==> src/sv/assert_macros.svh <==
// Assertion macros shared by the arbiter RTL.
// Each macro expects clk and arst_n in scope of the including module.
`ifndef ASSERT_MACROS_SVH
`define ASSERT_MACROS_SVH

// Same-cycle implication, checked outside reset.
`define ASSERT_SAME(label, ante, cons) \
	label: assert property (@(posedge clk) disable iff (!arst_n) (ante) |-> (cons)) \
		else $error("arbiter assertion failed");

// Next-cycle implication, checked outside reset.
`define ASSERT_NEXT(label, ante, cons) \
	label: assert property (@(posedge clk) disable iff (!arst_n) (ante) |=> (cons)) \
		else $error("arbiter assertion failed");

`endif

==> src/sv/rrta_pkg.sv <==
// Shared constants for the round-robin task arbiter.
// No dependencies; imported by the top level.
`default_nettype none

package rrta_pkg;

	localparam int MAX_QUEUES_DEF  = 16;
	localparam int COUNT_WIDTH_DEF = 8;

	localparam int KIND_W   = 2;
	localparam int QIDX_W   = 4;
	localparam int QCNT_W   = 5;
	localparam int MASK_W   = 16;
	localparam int CFG_IDX_W = 2;
	localparam int CFG_DAT_W = 16;

	localparam logic [KIND_W-1:0] KIND_REQUEST = 2'd0;
	localparam logic [KIND_W-1:0] KIND_RETIRE  = 2'd1;
	localparam logic [KIND_W-1:0] KIND_NOTICE  = 2'd2;

	localparam logic [CFG_IDX_W-1:0] REG_QUEUE_COUNT   = 2'd0;
	localparam logic [CFG_IDX_W-1:0] REG_PARALLEL_MASK = 2'd1;

endpackage

`default_nettype wire

==> src/sv/rrta_ram.sv <==
// Generic single-write, single-read RAM with registered read data.
// No dependencies.
`default_nettype none

module rrta_ram #(
	parameter int WIDTH = 8,
	parameter int DEPTH = 16
) (
	input  wire logic                     clk,
	input  wire logic                     we,
	input  wire logic [$clog2(DEPTH)-1:0] waddr,
	input  wire logic [WIDTH-1:0]         wdata,
	input  wire logic                     ren,
	input  wire logic [$clog2(DEPTH)-1:0] raddr,
	output logic      [WIDTH-1:0]         rdata
);

	logic [WIDTH-1:0] mem_q [DEPTH];

	always_ff @(posedge clk) begin
		if (we) begin
			mem_q[waddr] <= wdata;
		end
		if (ren) begin
			rdata <= mem_q[raddr];
		end
	end

endmodule

`default_nettype wire

==> src/sv/round_robin_task_arbiter_top.sv <==
// Round-robin task arbiter: queue occupancy, check-in and rotating grant scan.
// Depends on rrta_pkg, rrta_ram and assert_macros.svh.
//
//   channel  | handshake              | payload
//   ---------+------------------------+----------------------------------------------
//   in       | in_valid / in_stall    | kind, has_assignment, queue_index, keep_going
//   out      | out_valid / out_stall  | granted, grant_index, deactivated,
//            |                        | deactivated_index
//   cfg      | cfg_valid / cfg_ready  | cfg_index, cfg_data
//
// A keep-going request, a notice, a retire without check-in or an unknown kind goes straight
// to the finish step; a retire with check-in reads and writes back its count; a scan
// request, after any check-in, visits k (1..queue count) queues, one per cycle on the
// single count RAM read port. out_stall holds the finish step; in_stall stays high
// until the result is loaded into the output register, then the next request enters.
// Reset clears all control state, counts (via valid bits) and finished flags.
`default_nettype none
`include "assert_macros.svh"

module round_robin_task_arbiter_top #(
	parameter int MAX_QUEUES  = rrta_pkg::MAX_QUEUES_DEF,
	parameter int COUNT_WIDTH = rrta_pkg::COUNT_WIDTH_DEF
) (
	input  wire logic                           clk,
	input  wire logic                           arst_n,
	// request channel
	input  wire logic                           in_valid,
	output logic                                in_stall,
	input  wire logic [rrta_pkg::KIND_W-1:0]    kind,
	input  wire logic                           has_assignment,
	input  wire logic [rrta_pkg::QIDX_W-1:0]    queue_index,
	input  wire logic                           keep_going,
	// result channel
	output logic                                out_valid,
	input  wire logic                           out_stall,
	output logic                                granted,
	output logic      [rrta_pkg::QIDX_W-1:0]    grant_index,
	output logic                                deactivated,
	output logic      [rrta_pkg::QIDX_W-1:0]    deactivated_index,
	// configuration channel
	input  wire logic                           cfg_valid,
	output logic                                cfg_ready,
	input  wire logic [rrta_pkg::CFG_IDX_W-1:0] cfg_index,
	input  wire logic [rrta_pkg::CFG_DAT_W-1:0] cfg_data
);
	import rrta_pkg::*;

	localparam int QW = $clog2(MAX_QUEUES);
	localparam int NW = $clog2(MAX_QUEUES + 1);
	localparam int CW = (NW > QCNT_W) ? NW : QCNT_W;

	typedef enum logic [2:0] {
		ST_IDLE,
		ST_CI_RD,
		ST_CI_WR,
		ST_SC_RD,
		ST_EVAL,
		ST_FINISH
	} state_t;

	state_t state_q;

	logic [QCNT_W-1:0]     queue_count_q;
	logic [MASK_W-1:0]     parallel_mask_q;
	logic [MAX_QUEUES-1:0] finished_q;
	logic [MAX_QUEUES-1:0] cnt_vld_q;
	logic [QW-1:0]         scan_ptr_q;
	logic [QW-1:0]         cand_q;
	logic [NW-1:0]         tries_q;
	logic [QIDX_W-1:0]     item_q_q;
	logic                  is_req_q;

	logic                  res_granted_q;
	logic [QIDX_W-1:0]     res_gidx_q;
	logic                  res_deact_q;
	logic [QIDX_W-1:0]     res_didx_q;

	logic                  out_valid_q;
	logic                  out_granted_q;
	logic [QIDX_W-1:0]     out_gidx_q;
	logic                  out_deact_q;
	logic [QIDX_W-1:0]     out_didx_q;

	// RAM port signals
	logic                   ram_we;
	logic [QW-1:0]          ram_waddr;
	logic [COUNT_WIDTH-1:0] ram_wdata;
	logic                   ram_ren;
	logic [QW-1:0]          ram_raddr;
	logic [COUNT_WIDTH-1:0] ram_rdata;

	// Derived values
	logic [CW-1:0]          qc_w;
	logic [NW-1:0]          n_used;
	logic [CW-1:0]          n_w;
	logic [CW-1:0]          in_q_w;
	logic                   in_q_ok;
	logic [QW-1:0]          in_idx;
	logic [CW-1:0]          item_w;
	logic [QW-1:0]          item_idx;
	logic [CW-1:0]          ptr_w;
	logic [QW-1:0]          start_idx;
	logic [CW-1:0]          cand_w;
	logic [CW-1:0]          cand_inc;
	logic [QW-1:0]          next_idx;
	logic                   cand_par;
	logic [COUNT_WIDTH-1:0] ci_cnt;
	logic [COUNT_WIDTH-1:0] ci_dec;
	logic [COUNT_WIDTH-1:0] ev_cnt;
	logic [COUNT_WIDTH-1:0] ev_inc;
	logic                   eligible;
	logic                   out_free;
	logic                   accept;

	assign accept    = in_valid && !in_stall;
	assign in_stall  = (state_q != ST_IDLE);
	assign cfg_ready = 1'b1;
	assign out_free  = !out_valid_q || !out_stall;

	assign out_valid         = out_valid_q;
	assign granted           = out_granted_q;
	assign grant_index       = out_gidx_q;
	assign deactivated       = out_deact_q;
	assign deactivated_index = out_didx_q;

	// queue count clamped to 1..MAX_QUEUES
	always_comb begin
		qc_w = CW'(queue_count_q);
		if (qc_w == '0) begin
			n_w = CW'(1);
		end else if (qc_w > CW'(MAX_QUEUES)) begin
			n_w = CW'(MAX_QUEUES);
		end else begin
			n_w = qc_w;
		end
		n_used = n_w[NW-1:0];
	end

	always_comb begin
		in_q_w   = CW'(queue_index);
		in_q_ok  = (in_q_w < n_w);
		in_idx   = in_q_w[QW-1:0];
		item_w   = CW'(item_q_q);
		item_idx = item_w[QW-1:0];
		ptr_w    = CW'(scan_ptr_q);
		start_idx = (ptr_w < n_w) ? scan_ptr_q : '0;
		cand_w   = CW'(cand_q);
		cand_inc = cand_w + CW'(1);
		next_idx = (cand_inc >= n_w) ? '0 : cand_inc[QW-1:0];
		cand_par = (cand_w < CW'(MASK_W)) && parallel_mask_q[cand_w[QIDX_W-1:0]];
	end

	// count arithmetic: saturating decrement at check-in, increment at grant
	always_comb begin
		ci_cnt   = cnt_vld_q[item_idx] ? ram_rdata : '0;
		ci_dec   = (ci_cnt != '0) ? ci_cnt - COUNT_WIDTH'(1) : ci_cnt;
		ev_cnt   = cnt_vld_q[cand_q] ? ram_rdata : '0;
		ev_inc   = (ev_cnt != '1) ? ev_cnt + COUNT_WIDTH'(1) : ev_cnt;
		eligible = !finished_q[cand_q] && (cand_par || ev_cnt == '0);
	end

	always_comb begin
		ram_we    = 1'b0;
		ram_waddr = item_idx;
		ram_wdata = ci_dec;
		ram_ren   = 1'b0;
		ram_raddr = item_idx;
		unique case (state_q)
			ST_CI_RD: begin
				ram_ren = 1'b1;
			end
			ST_CI_WR: begin
				ram_we = 1'b1;
			end
			ST_SC_RD: begin
				ram_ren   = 1'b1;
				ram_raddr = start_idx;
			end
			ST_EVAL: begin
				ram_waddr = cand_q;
				ram_wdata = ev_inc;
				ram_raddr = next_idx;
				if (eligible) begin
					ram_we = 1'b1;
				end else if (tries_q != n_used - NW'(1)) begin
					ram_ren = 1'b1;
				end
			end
			default: begin
			end
		endcase
	end

	rrta_ram #(
		.WIDTH(COUNT_WIDTH),
		.DEPTH(MAX_QUEUES)
	) u_counts (
		.clk  (clk),
		.we   (ram_we),
		.waddr(ram_waddr),
		.wdata(ram_wdata),
		.ren  (ram_ren),
		.raddr(ram_raddr),
		.rdata(ram_rdata)
	);

	// configuration registers
	always_ff @(posedge clk or negedge arst_n) begin
		if (!arst_n) begin
			queue_count_q   <= QCNT_W'(1);
			parallel_mask_q <= '0;
		end else if (cfg_valid && cfg_ready) begin
			if (cfg_index == REG_QUEUE_COUNT) begin
				queue_count_q <= cfg_data[QCNT_W-1:0];
			end else if (cfg_index == REG_PARALLEL_MASK) begin
				parallel_mask_q <= cfg_data[MASK_W-1:0];
			end
		end
	end

	// sequencer, queue state and result registers
	always_ff @(posedge clk or negedge arst_n) begin
		if (!arst_n) begin
			state_q       <= ST_IDLE;
			finished_q    <= '0;
			cnt_vld_q     <= '0;
			scan_ptr_q    <= '0;
			cand_q        <= '0;
			tries_q       <= '0;
			item_q_q      <= '0;
			is_req_q      <= 1'b0;
			res_granted_q <= 1'b0;
			res_gidx_q    <= '0;
			res_deact_q   <= 1'b0;
			res_didx_q    <= '0;
			out_valid_q   <= 1'b0;
			out_granted_q <= 1'b0;
			out_gidx_q    <= '0;
			out_deact_q   <= 1'b0;
			out_didx_q    <= '0;
		end else begin
			if (ram_we) begin
				cnt_vld_q[ram_waddr] <= 1'b1;
			end

			if (state_q == ST_FINISH && out_free) begin
				out_valid_q   <= 1'b1;
				out_granted_q <= res_granted_q;
				out_gidx_q    <= res_gidx_q;
				out_deact_q   <= res_deact_q;
				out_didx_q    <= res_didx_q;
			end else if (!out_stall) begin
				out_valid_q <= 1'b0;
			end

			unique case (state_q)
				ST_IDLE: begin
					if (accept) begin
						item_q_q      <= queue_index;
						is_req_q      <= (kind == KIND_REQUEST);
						res_granted_q <= 1'b0;
						res_gidx_q    <= '0;
						res_deact_q   <= 1'b0;
						res_didx_q    <= '0;
						case (kind)
							KIND_REQUEST: begin
								if (keep_going && has_assignment) begin
									// keep-going: same queue back, no state change
									res_granted_q <= 1'b1;
									res_gidx_q    <= queue_index;
									state_q       <= ST_FINISH;
								end else if (has_assignment && in_q_ok) begin
									state_q <= ST_CI_RD;
								end else begin
									state_q <= ST_SC_RD;
								end
							end
							KIND_RETIRE: begin
								state_q <= (has_assignment && in_q_ok) ? ST_CI_RD : ST_FINISH;
							end
							KIND_NOTICE: begin
								if (in_q_ok) begin
									finished_q[in_idx] <= 1'b1;
								end
								state_q <= ST_FINISH;
							end
							default: begin
								state_q <= ST_FINISH;
							end
						endcase
					end
				end
				ST_CI_RD: begin
					state_q <= ST_CI_WR;
				end
				ST_CI_WR: begin
					if (is_req_q) begin
						if (finished_q[item_idx] && ci_dec == '0) begin
							res_deact_q <= 1'b1;
							res_didx_q  <= item_q_q;
						end
						state_q <= ST_SC_RD;
					end else begin
						state_q <= ST_FINISH;
					end
				end
				ST_SC_RD: begin
					cand_q  <= start_idx;
					tries_q <= '0;
					state_q <= ST_EVAL;
				end
				ST_EVAL: begin
					if (eligible) begin
						scan_ptr_q    <= next_idx;
						res_granted_q <= 1'b1;
						res_gidx_q    <= cand_w[QIDX_W-1:0];
						state_q       <= ST_FINISH;
					end else if (tries_q == n_used - NW'(1)) begin
						// every queue visited, nothing to grant
						state_q <= ST_FINISH;
					end else begin
						cand_q  <= next_idx;
						tries_q <= tries_q + NW'(1);
					end
				end
				ST_FINISH: begin
					if (out_free) begin
						state_q <= ST_IDLE;
					end
				end
				default: begin
					state_q <= ST_IDLE;
				end
			endcase
		end
	end

	// the scan never visits more queues than are in use
	`ASSERT_SAME(a_scan_bound, state_q == ST_EVAL, tries_q < n_used)
	// a count write always marks its entry as holding real data
	`ASSERT_NEXT(a_cnt_valid, ram_we, cnt_vld_q[$past(ram_waddr)])
	// a new result appears only out of the finish step
	`ASSERT_SAME(a_out_source, $rose(out_valid_q), $past(state_q == ST_FINISH))

endmodule

`default_nettype wire
==> config.mk <==
export PLATFORM = sky130hd
export DESIGN_NAME = round_robin_task_arbiter_top
export DESIGN_NICKNAME = d
export VERILOG_FILES = /design/src/sv/rrta_pkg.sv /design/src/sv/rrta_ram.sv /design/src/sv/round_robin_task_arbiter_top.sv
export VERILOG_INCLUDE_DIRS = /design/src /design/src/sv
export SDC_FILE = /design/constraint.sdc
export NUM_CORES = 1
export LEC_CHECK = 0
export BUFFER_PORTS_ARGS = -buffer_cell sky130_fd_sc_hd__buf_2
export CAP_MARGIN = 20
export CELL_PAD_IN_SITES_DETAIL_PLACEMENT = 0
export CELL_PAD_IN_SITES_GLOBAL_PLACEMENT = 1
export CORE_ASPECT_RATIO = 0.8
export CORE_MARGIN = 2
export CORE_UTILIZATION = 25
export CTS_BUF_LIST = sky130_fd_sc_hd__clkbuf_8
export DETAILED_ROUTE_END_ITERATION = 7
export MAX_ROUTING_LAYER = met4
export PLACE_DENSITY_LB_ADDON = 0.1
export SYNTH_ARGS = -nofsm -noshare
export SYNTH_HDL_FRONTEND = slang
export SYNTH_SLANG_ARGS = --single-unit
==> constraint.sdc <==
create_clock -name clk -period 4.7 [get_ports clk]
set_input_delay 0.47 -clock clk [delete_from_list [all_inputs] [get_ports clk]]
set_output_delay 0.47 -clock clk [all_outputs]
set_load 0.1 [all_outputs]
# Word level (Yosys, flattened, before mapping)

Memory sizes are Yosys's and may differ from the RTL's. A register that Yosys moved wholly into a read port is not among the register bits.
Index checks and enable logic that the tools add are counted.

Div/mod/pow operators: 0
Muxes and demuxes: 68
Eq/ne operators: 20
Shift operators: 0
Bitwise operators: 3
Multipliers: 0
Magnitude comparators: 10
$add $sub $neg: 5
Reduce and logical (&&, ||, !) cells: 35

Operator list:

| kind                | count |
|---|---|
| $mux 4              | 12 |
| $mux 8              | 5 |
| $or 16x16->16       | 2 |
| $pmux 4 s2          | 4 |
| $mux 1              | 21 |
| $mux 3              | 7 |
| $bmux 1 s4          | 5 |
| $lt 4x5->1 const B  | 4 |
| $mux 5              | 4 |
| $pmux 3 s6          | 1 |
| $logic_not 8->1     | 2 |
| $ne 2x2->1 const B  | 7 |
| $reduce_and 3->1    | 4 |
| $lt 4x5->1          | 2 |
| $pmux 5 s2          | 1 |
| $add 8x1->8 const B | 1 |
| $demux 1 s4         | 2 |
| $ge 4x1->1 const B  | 2 |
| $logic_and 1x1->1   | 8 |
| $ne 8x8->1 const B  | 1 |
| $pmux 1 s2          | 4 |
| $reduce_and 4->1    | 2 |
| $reduce_bool 8->1   | 1 |
| $sub 8x1->8 const B | 1 |
| 26 further kinds    | 38 |

Word-level logic and storage cells: 161
Bits in latches: 0
Bits in registers: 95
Bits in read-only memories: 0
Output and inout bits: 13
Memories: 1
Input port bits: 31
RAM bits: 128

Memory list:

| name           | words | bits a word | rd ports | clocked after memory_dff | write ports | RTL line       | RTL |
|---|---|---|---|---|---|---|---|
| u_counts.mem_q | 16    | 8           | 1        | 1                        | 1           | rrta_ram.sv:18 | `logic [WIDTH-1:0] mem_q [DEPTH];` |

# Depth between registers and ports, before layout

Word-level depth: 10
Gate-level depth with buffers: 16
Mapped depth without buffers: 13

# Cells and area by module

Synthesis repeated with hierarchy kept, for this count alone.

Cell total of the unflattened synthesis: 796
Area total of the unflattened synthesis: 11079.4 um2

By module, submodules not included:

| module                       | seq. area each (um2) | area an instance (um2) | cells an instance | times used |
|---|---|---|---|---|
| round_robin_task_arbiter_top | 2378.5               | 5851.9                 | 567               | 1 |
| rrta_ram                     | 4083.9               | 5227.5                 | 229               | 1 |

# Worst setup path after synthesis

OpenSTA, ideal clock, no wires.

Kind: flip-flop to flip-flop
From: register item_q_q[0], in the netlist item_idx[0]
To: memory u_counts.mem_q[0][6] (data pin)
Path slack: 1216 ps
Stages on the path, launching flop included: 13
Arrival: 3154 ps
Path buffers: 2
Period minus slack after synthesis: 3484 ps
Required time: 4370 ps
Setup time: 330 ps
Path through: dfrtp_1 > buf_2 > mux2_2 > a2bb2o_1 > o31ai_4 > buf_2 > nand2_1 > ha_1 > inv_1 > a21o_1 > nand4_1 > o211a_1 > o21ai_0

Longest elaborated chain between the ends: 6
Elaborated cells on any way between the ends: 7
Those cells by class: add/sub: 1; mux: 5; reduce/logical: 1

Ends and longest elaborated chain:

| what                                                    | RTL line                            | RTL |
|---|---|---|
| from (decl)                                             | round_robin_task_arbiter_top.sv:70  | `logic [QIDX_W-1:0] item_q_q;` |
| from (signal assigned)                                  | round_robin_task_arbiter_top.sv:259 | `item_q_q <= queue_index;` |
| $bmux 1 s4 *                                            | round_robin_task_arbiter_top.sv:155 | `ci_cnt = cnt_vld_q[item_idx] ? ram_rdata : '0;` |
| $mux 1 (implied by the code) *                          | round_robin_task_arbiter_top.sv:155 |  |
| $mux 8 *                                                | round_robin_task_arbiter_top.sv:155 |  |
| $sub 8x1->8 / $reduce_bool 8->1 (equally long branches) | round_robin_task_arbiter_top.sv:156 | `ci_dec = (ci_cnt != '0) ? ci_cnt - COUNT_WIDTH'(1) : ci_cnt;` |
| $mux 8 *                                                | round_robin_task_arbiter_top.sv:156 |  |
| $mux 8 *                                                | round_robin_task_arbiter_top.sv:168 | `unique case (state_q)` |
| named net ram_wdata[6]                                  | round_robin_task_arbiter_top.sv:87  | `logic [COUNT_WIDTH-1:0] ram_wdata;` |
| to (decl)                                               | rrta_ram.sv:18                      |  |

The timed path passes the listed nets; every way through them passes the cells marked *. The select of a mux whose other input is x is not followed.

# Worst setup path in the final report

From: register queue_count_q[2], in the netlist qc_w[2]
To: register u_counts.rdata[4], read port of u_counts.mem_q (data pin)

Longest elaborated chain between the ends: 8
Elaborated cells on any way between the ends: 14
Those cells by class: add/sub: 1; order compare: 3; eq/ne: 1; mux: 8; reduce/logical: 1

Ends and longest elaborated chain:

| what                   | RTL line                            | RTL |
|---|---|---|
| from (decl)            | round_robin_task_arbiter_top.sv:63  | `logic [QCNT_W-1:0] queue_count_q;` |
| from (signal assigned) | round_robin_task_arbiter_top.sv:214 | `queue_count_q <= cfg_data[QCNT_W-1:0];` |
| $gt 5x5->1             | round_robin_task_arbiter_top.sv:131 | `end else if (qc_w > CW'(MAX_QUEUES)) begin` |
| $mux 5                 | round_robin_task_arbiter_top.sv:131 |  |
| $mux 5 *               | round_robin_task_arbiter_top.sv:129 | `if (qc_w == '0) begin` |
| $sub 5x1->5            | round_robin_task_arbiter_top.sv:185 | `end else if (tries_q != n_used - NW'(1)) begin` |
| $ne 5x5->1             | round_robin_task_arbiter_top.sv:185 |  |
| $mux 1                 | round_robin_task_arbiter_top.sv:185 |  |
| $mux 1                 | round_robin_task_arbiter_top.sv:183 | `if (eligible) begin` |
| $pmux 1 s2             | round_robin_task_arbiter_top.sv:168 |  |
| to (decl)              | rrta_ram.sv:15                      | `output logic [WIDTH-1:0] rdata` |

Mark *: on every way between the ends. The rest lies on a longest branch, timed or not.
A chain may end at the register's enable or synchronous reset.

==> results.sh <==
export IMPL_status="complete, no violations"
export IMPL_syn_instance_count=850
export IMPL_synth_area_leaders="edfxtp_1 37%, dfrtp_1 21%, mux2i_1 7.3%"
export IMPL_setup_slack_ns=0.645
export IMPL_reg2reg_slack_ns=0.64
export IMPL_ys_seq_area_share_pct=58.2
export IMPL_cts_setup_buffers=0
export IMPL_htree_levels=2
export IMPL_synth_area_per_cell_sq_um=13.1
export IMPL_core_area_sq_um=44100
export IMPL_ioPinCount=44
export IMPL_fin_skew_ns=0.0212
export IMPL_grt_pass1_vias=7453
export IMPL_synth_cell_types=84
export IMPL_finalCritPeriodShare_pct=86.3
export IMPL_cap_violations=0
export IMPL_gp_congestion=0.760
export IMPL_critical_path_required_ns=5.01
export IMPL_cts_made_buffers=43
export IMPL_firstDrtPassIters=5
export IMPL_seqCellArea_sq_um=6460
export IMPL_drtAntennaViolNets=0
export IMPL_setup_violations=0
export IMPL_wl_per_cell_microns=20.3
export IMPL_holdBufCountCts=0
export IMPL_dpl_worst_slack_ns=0.712
export IMPL_clk_pin_slew_ns=0.06
export IMPL_ir_drop_uv=287
export IMPL_multi_input_area_sq_um=4340
export IMPL_clock_latency_ns=0.59
export IMPL_root_buffer="clkbuf_8"
export IMPL_cts_repair_resized=0
export IMPL_postSynth_asyncResetShare_pct=41.1
export IMPL_p_per_area_nw_per_um2=825
export IMPL_hp_class="input port to asynchronous set/reset pin"
export IMPL_startpoint_type="flip-flop"
export IMPL_viasPerCell=4.68
export IMPL_path_class="flip-flop to flip-flop"
export IMPL_die_w_microns=240
export IMPL_maxSlewHeadroom_pct=38.3
export IMPL_area_growth_pct=17.2
export IMPL_synthTopCellsByCount="136 x edfxtp_1, 94 x dfrtp_1, 81 x mux2i_1"
export IMPL_fillers=4565
export IMPL_hold_violations=0
export IMPL_syn_area_sq_um=11100
export IMPL_synth_most_common_cell="edfxtp_1"
export IMPL_fp_dieH_microns=193
export IMPL_initial_utilization_pct=25.2
export IMPL_antenna_found_initial=2
export IMPL_route_detailed_drc=0
export IMPL_yosys_area_top_type="edfxtp_1"
export IMPL_hpwl_microns=22500
export IMPL_final_nets=995
export IMPL_ys_ff_latch=231
export IMPL_fmax_ghz=0.247
export IMPL_period_minus_slack_ns=4.06
export IMPL_arrival_ns=4.37
export IMPL_yosysTopAreaCellShare_pct=36.8
export IMPL_clock_sinks=231
export IMPL_setup_tns_ns=0
export IMPL_clock_path_buffers=3
export IMPL_grt_overflow=0
export IMPL_grt_usage_pct=14.9
export IMPL_reg2reg_to="u_counts.rdata[4]$_DFFE_PP_"
export IMPL_grt_pass1_wl_microns=49500
export IMPL_tightest_slew_ns=0.925
export IMPL_drt_iter0_drc=528
export IMPL_grt_max_degree=67
export IMPL_insertedDiodeCount=0
export IMPL_synth_enable_flop_cells=136
export IMPL_synth_fp_nets=899
export IMPL_cts_tree="yes"
export IMPL_leakagePower_nw=5.32
export IMPL_row_count=69
export IMPL_cp_max_fo=8
export IMPL_rsz0062_at_grt="no"
export IMPL_routed_wl_microns=32000
export IMPL_drv_slew=0
export IMPL_num_vias=7369
export IMPL_r2r_start="qc_w[2]$_DFFE_PN0P_"
export IMPL_ys_warn_count=0
export IMPL_dieArea_sq_um=46100
export IMPL_r2r_worst_path_cells=13
export IMPL_end_kind="flip-flop"
export IMPL_ys_flop_type="edfxtp_1"
export IMPL_drive_gt1_share_pct=24.1
export IMPL_port_buffers=42
## layout make-up
type | count | area share [%]
tap | 603 | 5.79
sequential | 231 | 49.6
clock inverter | 22 | 1.08
inverter | 15 | 0.432
multi-input combinational | 562 | 33.3
clock buffer | 48 | 5.07
timing repair buffer | 93 | 4.67
## per-layer routing
metal | track usage (%) | part of all wire (%) | vias up
li1 | - | - | 3449
met1 | 23.0 | 54 | 3721
met2 | 19.2 | 39 | 148
met3 | 3.13 | 4.2 | 51
met4 | 3.77 | 1.9 | 0
met5 | - | 0 | -
## stage by stage
stage | hold slack, ns | util [%] | instances | instance area, sq um | power (mW)
after CTS | 0.0117 | 29.5 | 1574 | 13000 | 10.9
after floorplan | 0.174 | - | 850 | 11100 | 7.04
final | 0.0236 | 29.5 | 1574 | 13000 | 10.7
after detailed placement | 0.480 | 27.7 | 1504 | 12200 | 8.97
after global routing | 0.0526 | 29.5 | 1574 | 13000 | 11.5
after global placement | 0.482 | 27.7 | 1504 | 12200 | 9.01
## logic make-up (layout without fill, tap and decap cells)
family	count (synthesis)	in the layout	synth area share, %
flip-flops	231	231	58.2
buffers and inverters	57	178	2.80
XOR/XNOR	18	18	1.42
AO/OA/AOI/OAI	180	180	12.1
other	1	1	0.0338
adder cells (fa/ha/maj)	18	18	2.03
multiplexers	135	135	14.1
AND/OR/NAND/NOR	210	210	9.39
## power breakdown
group	internal (mW)	switching, mW	total, mW
clock	1.03	0.854	1.89
combinational	1.82	3.33	5.15
sequential	3.27	0.443	3.71
## critical path, cell delays in order (launching register included)
cell and delay [ns]:
dfrtp_1 0.42, nor3_1 0.09, o21ai_0 0.48, inv_1 0.09, ha_1 0.28, nand2b_1 0.15, a211oi_1 0.29, o21a_1 0.30
and3_1 0.24, a221oi_1 0.09, buf_4 0.20, nand2_1 0.35, o22ai_1 0.23, or4_1 0.56
## state kept, by name, summed over array words and instances (netlist names), 5 cells and up
| register | flops |
|---|---|
| cnt_vld_q | 16 |
| finished_q | 16 |
| u_counts.mem_q | 128 |
| u_counts.rdata | 8 |
| qc_w | 5 |
| tries_q | 5 |
| parallel_mask_q | 16 |
## placed cells by master (no fill, tap or decap), types with 36 or more instances in the layout
cell type,instances
nor2_1,49
mux2i_1,81
dfrtp_1,94
clkbuf_8,48
o22ai_1,36
mux2_2,38
buf_2,41
buf_4,51
nand2_1,74
edfxtp_1,136
## worst max path at each step
stage / start / to / slack (ns) / cells past startpoint
floorplan: item_idx[0]$_DFFE_PN0P_ / u_counts.mem_q[0][6]$_DFFE_PP_ / 1.22 / 12
global placement: qc_w[2]$_DFFE_PN0P_ / u_counts.rdata[4]$_DFFE_PP_ / 0.65 / 13
detailed placement: qc_w[2]$_DFFE_PN0P_ / u_counts.rdata[4]$_DFFE_PP_ / 0.71 / 13
CTS: qc_w[2]$_DFFE_PN0P_ / u_counts.rdata[4]$_DFFE_PP_ / 0.67 / 13
global route: cand_q[3]$_DFFE_PN0P_ / u_counts.mem_q[12][3]$_DFFE_PP_ / 0.34 / 14
finish: qc_w[2]$_DFFE_PN0P_ / u_counts.rdata[4]$_DFFE_PP_ / 0.64 / 13
Note: power is estimated with default switching activity, not from simulation.
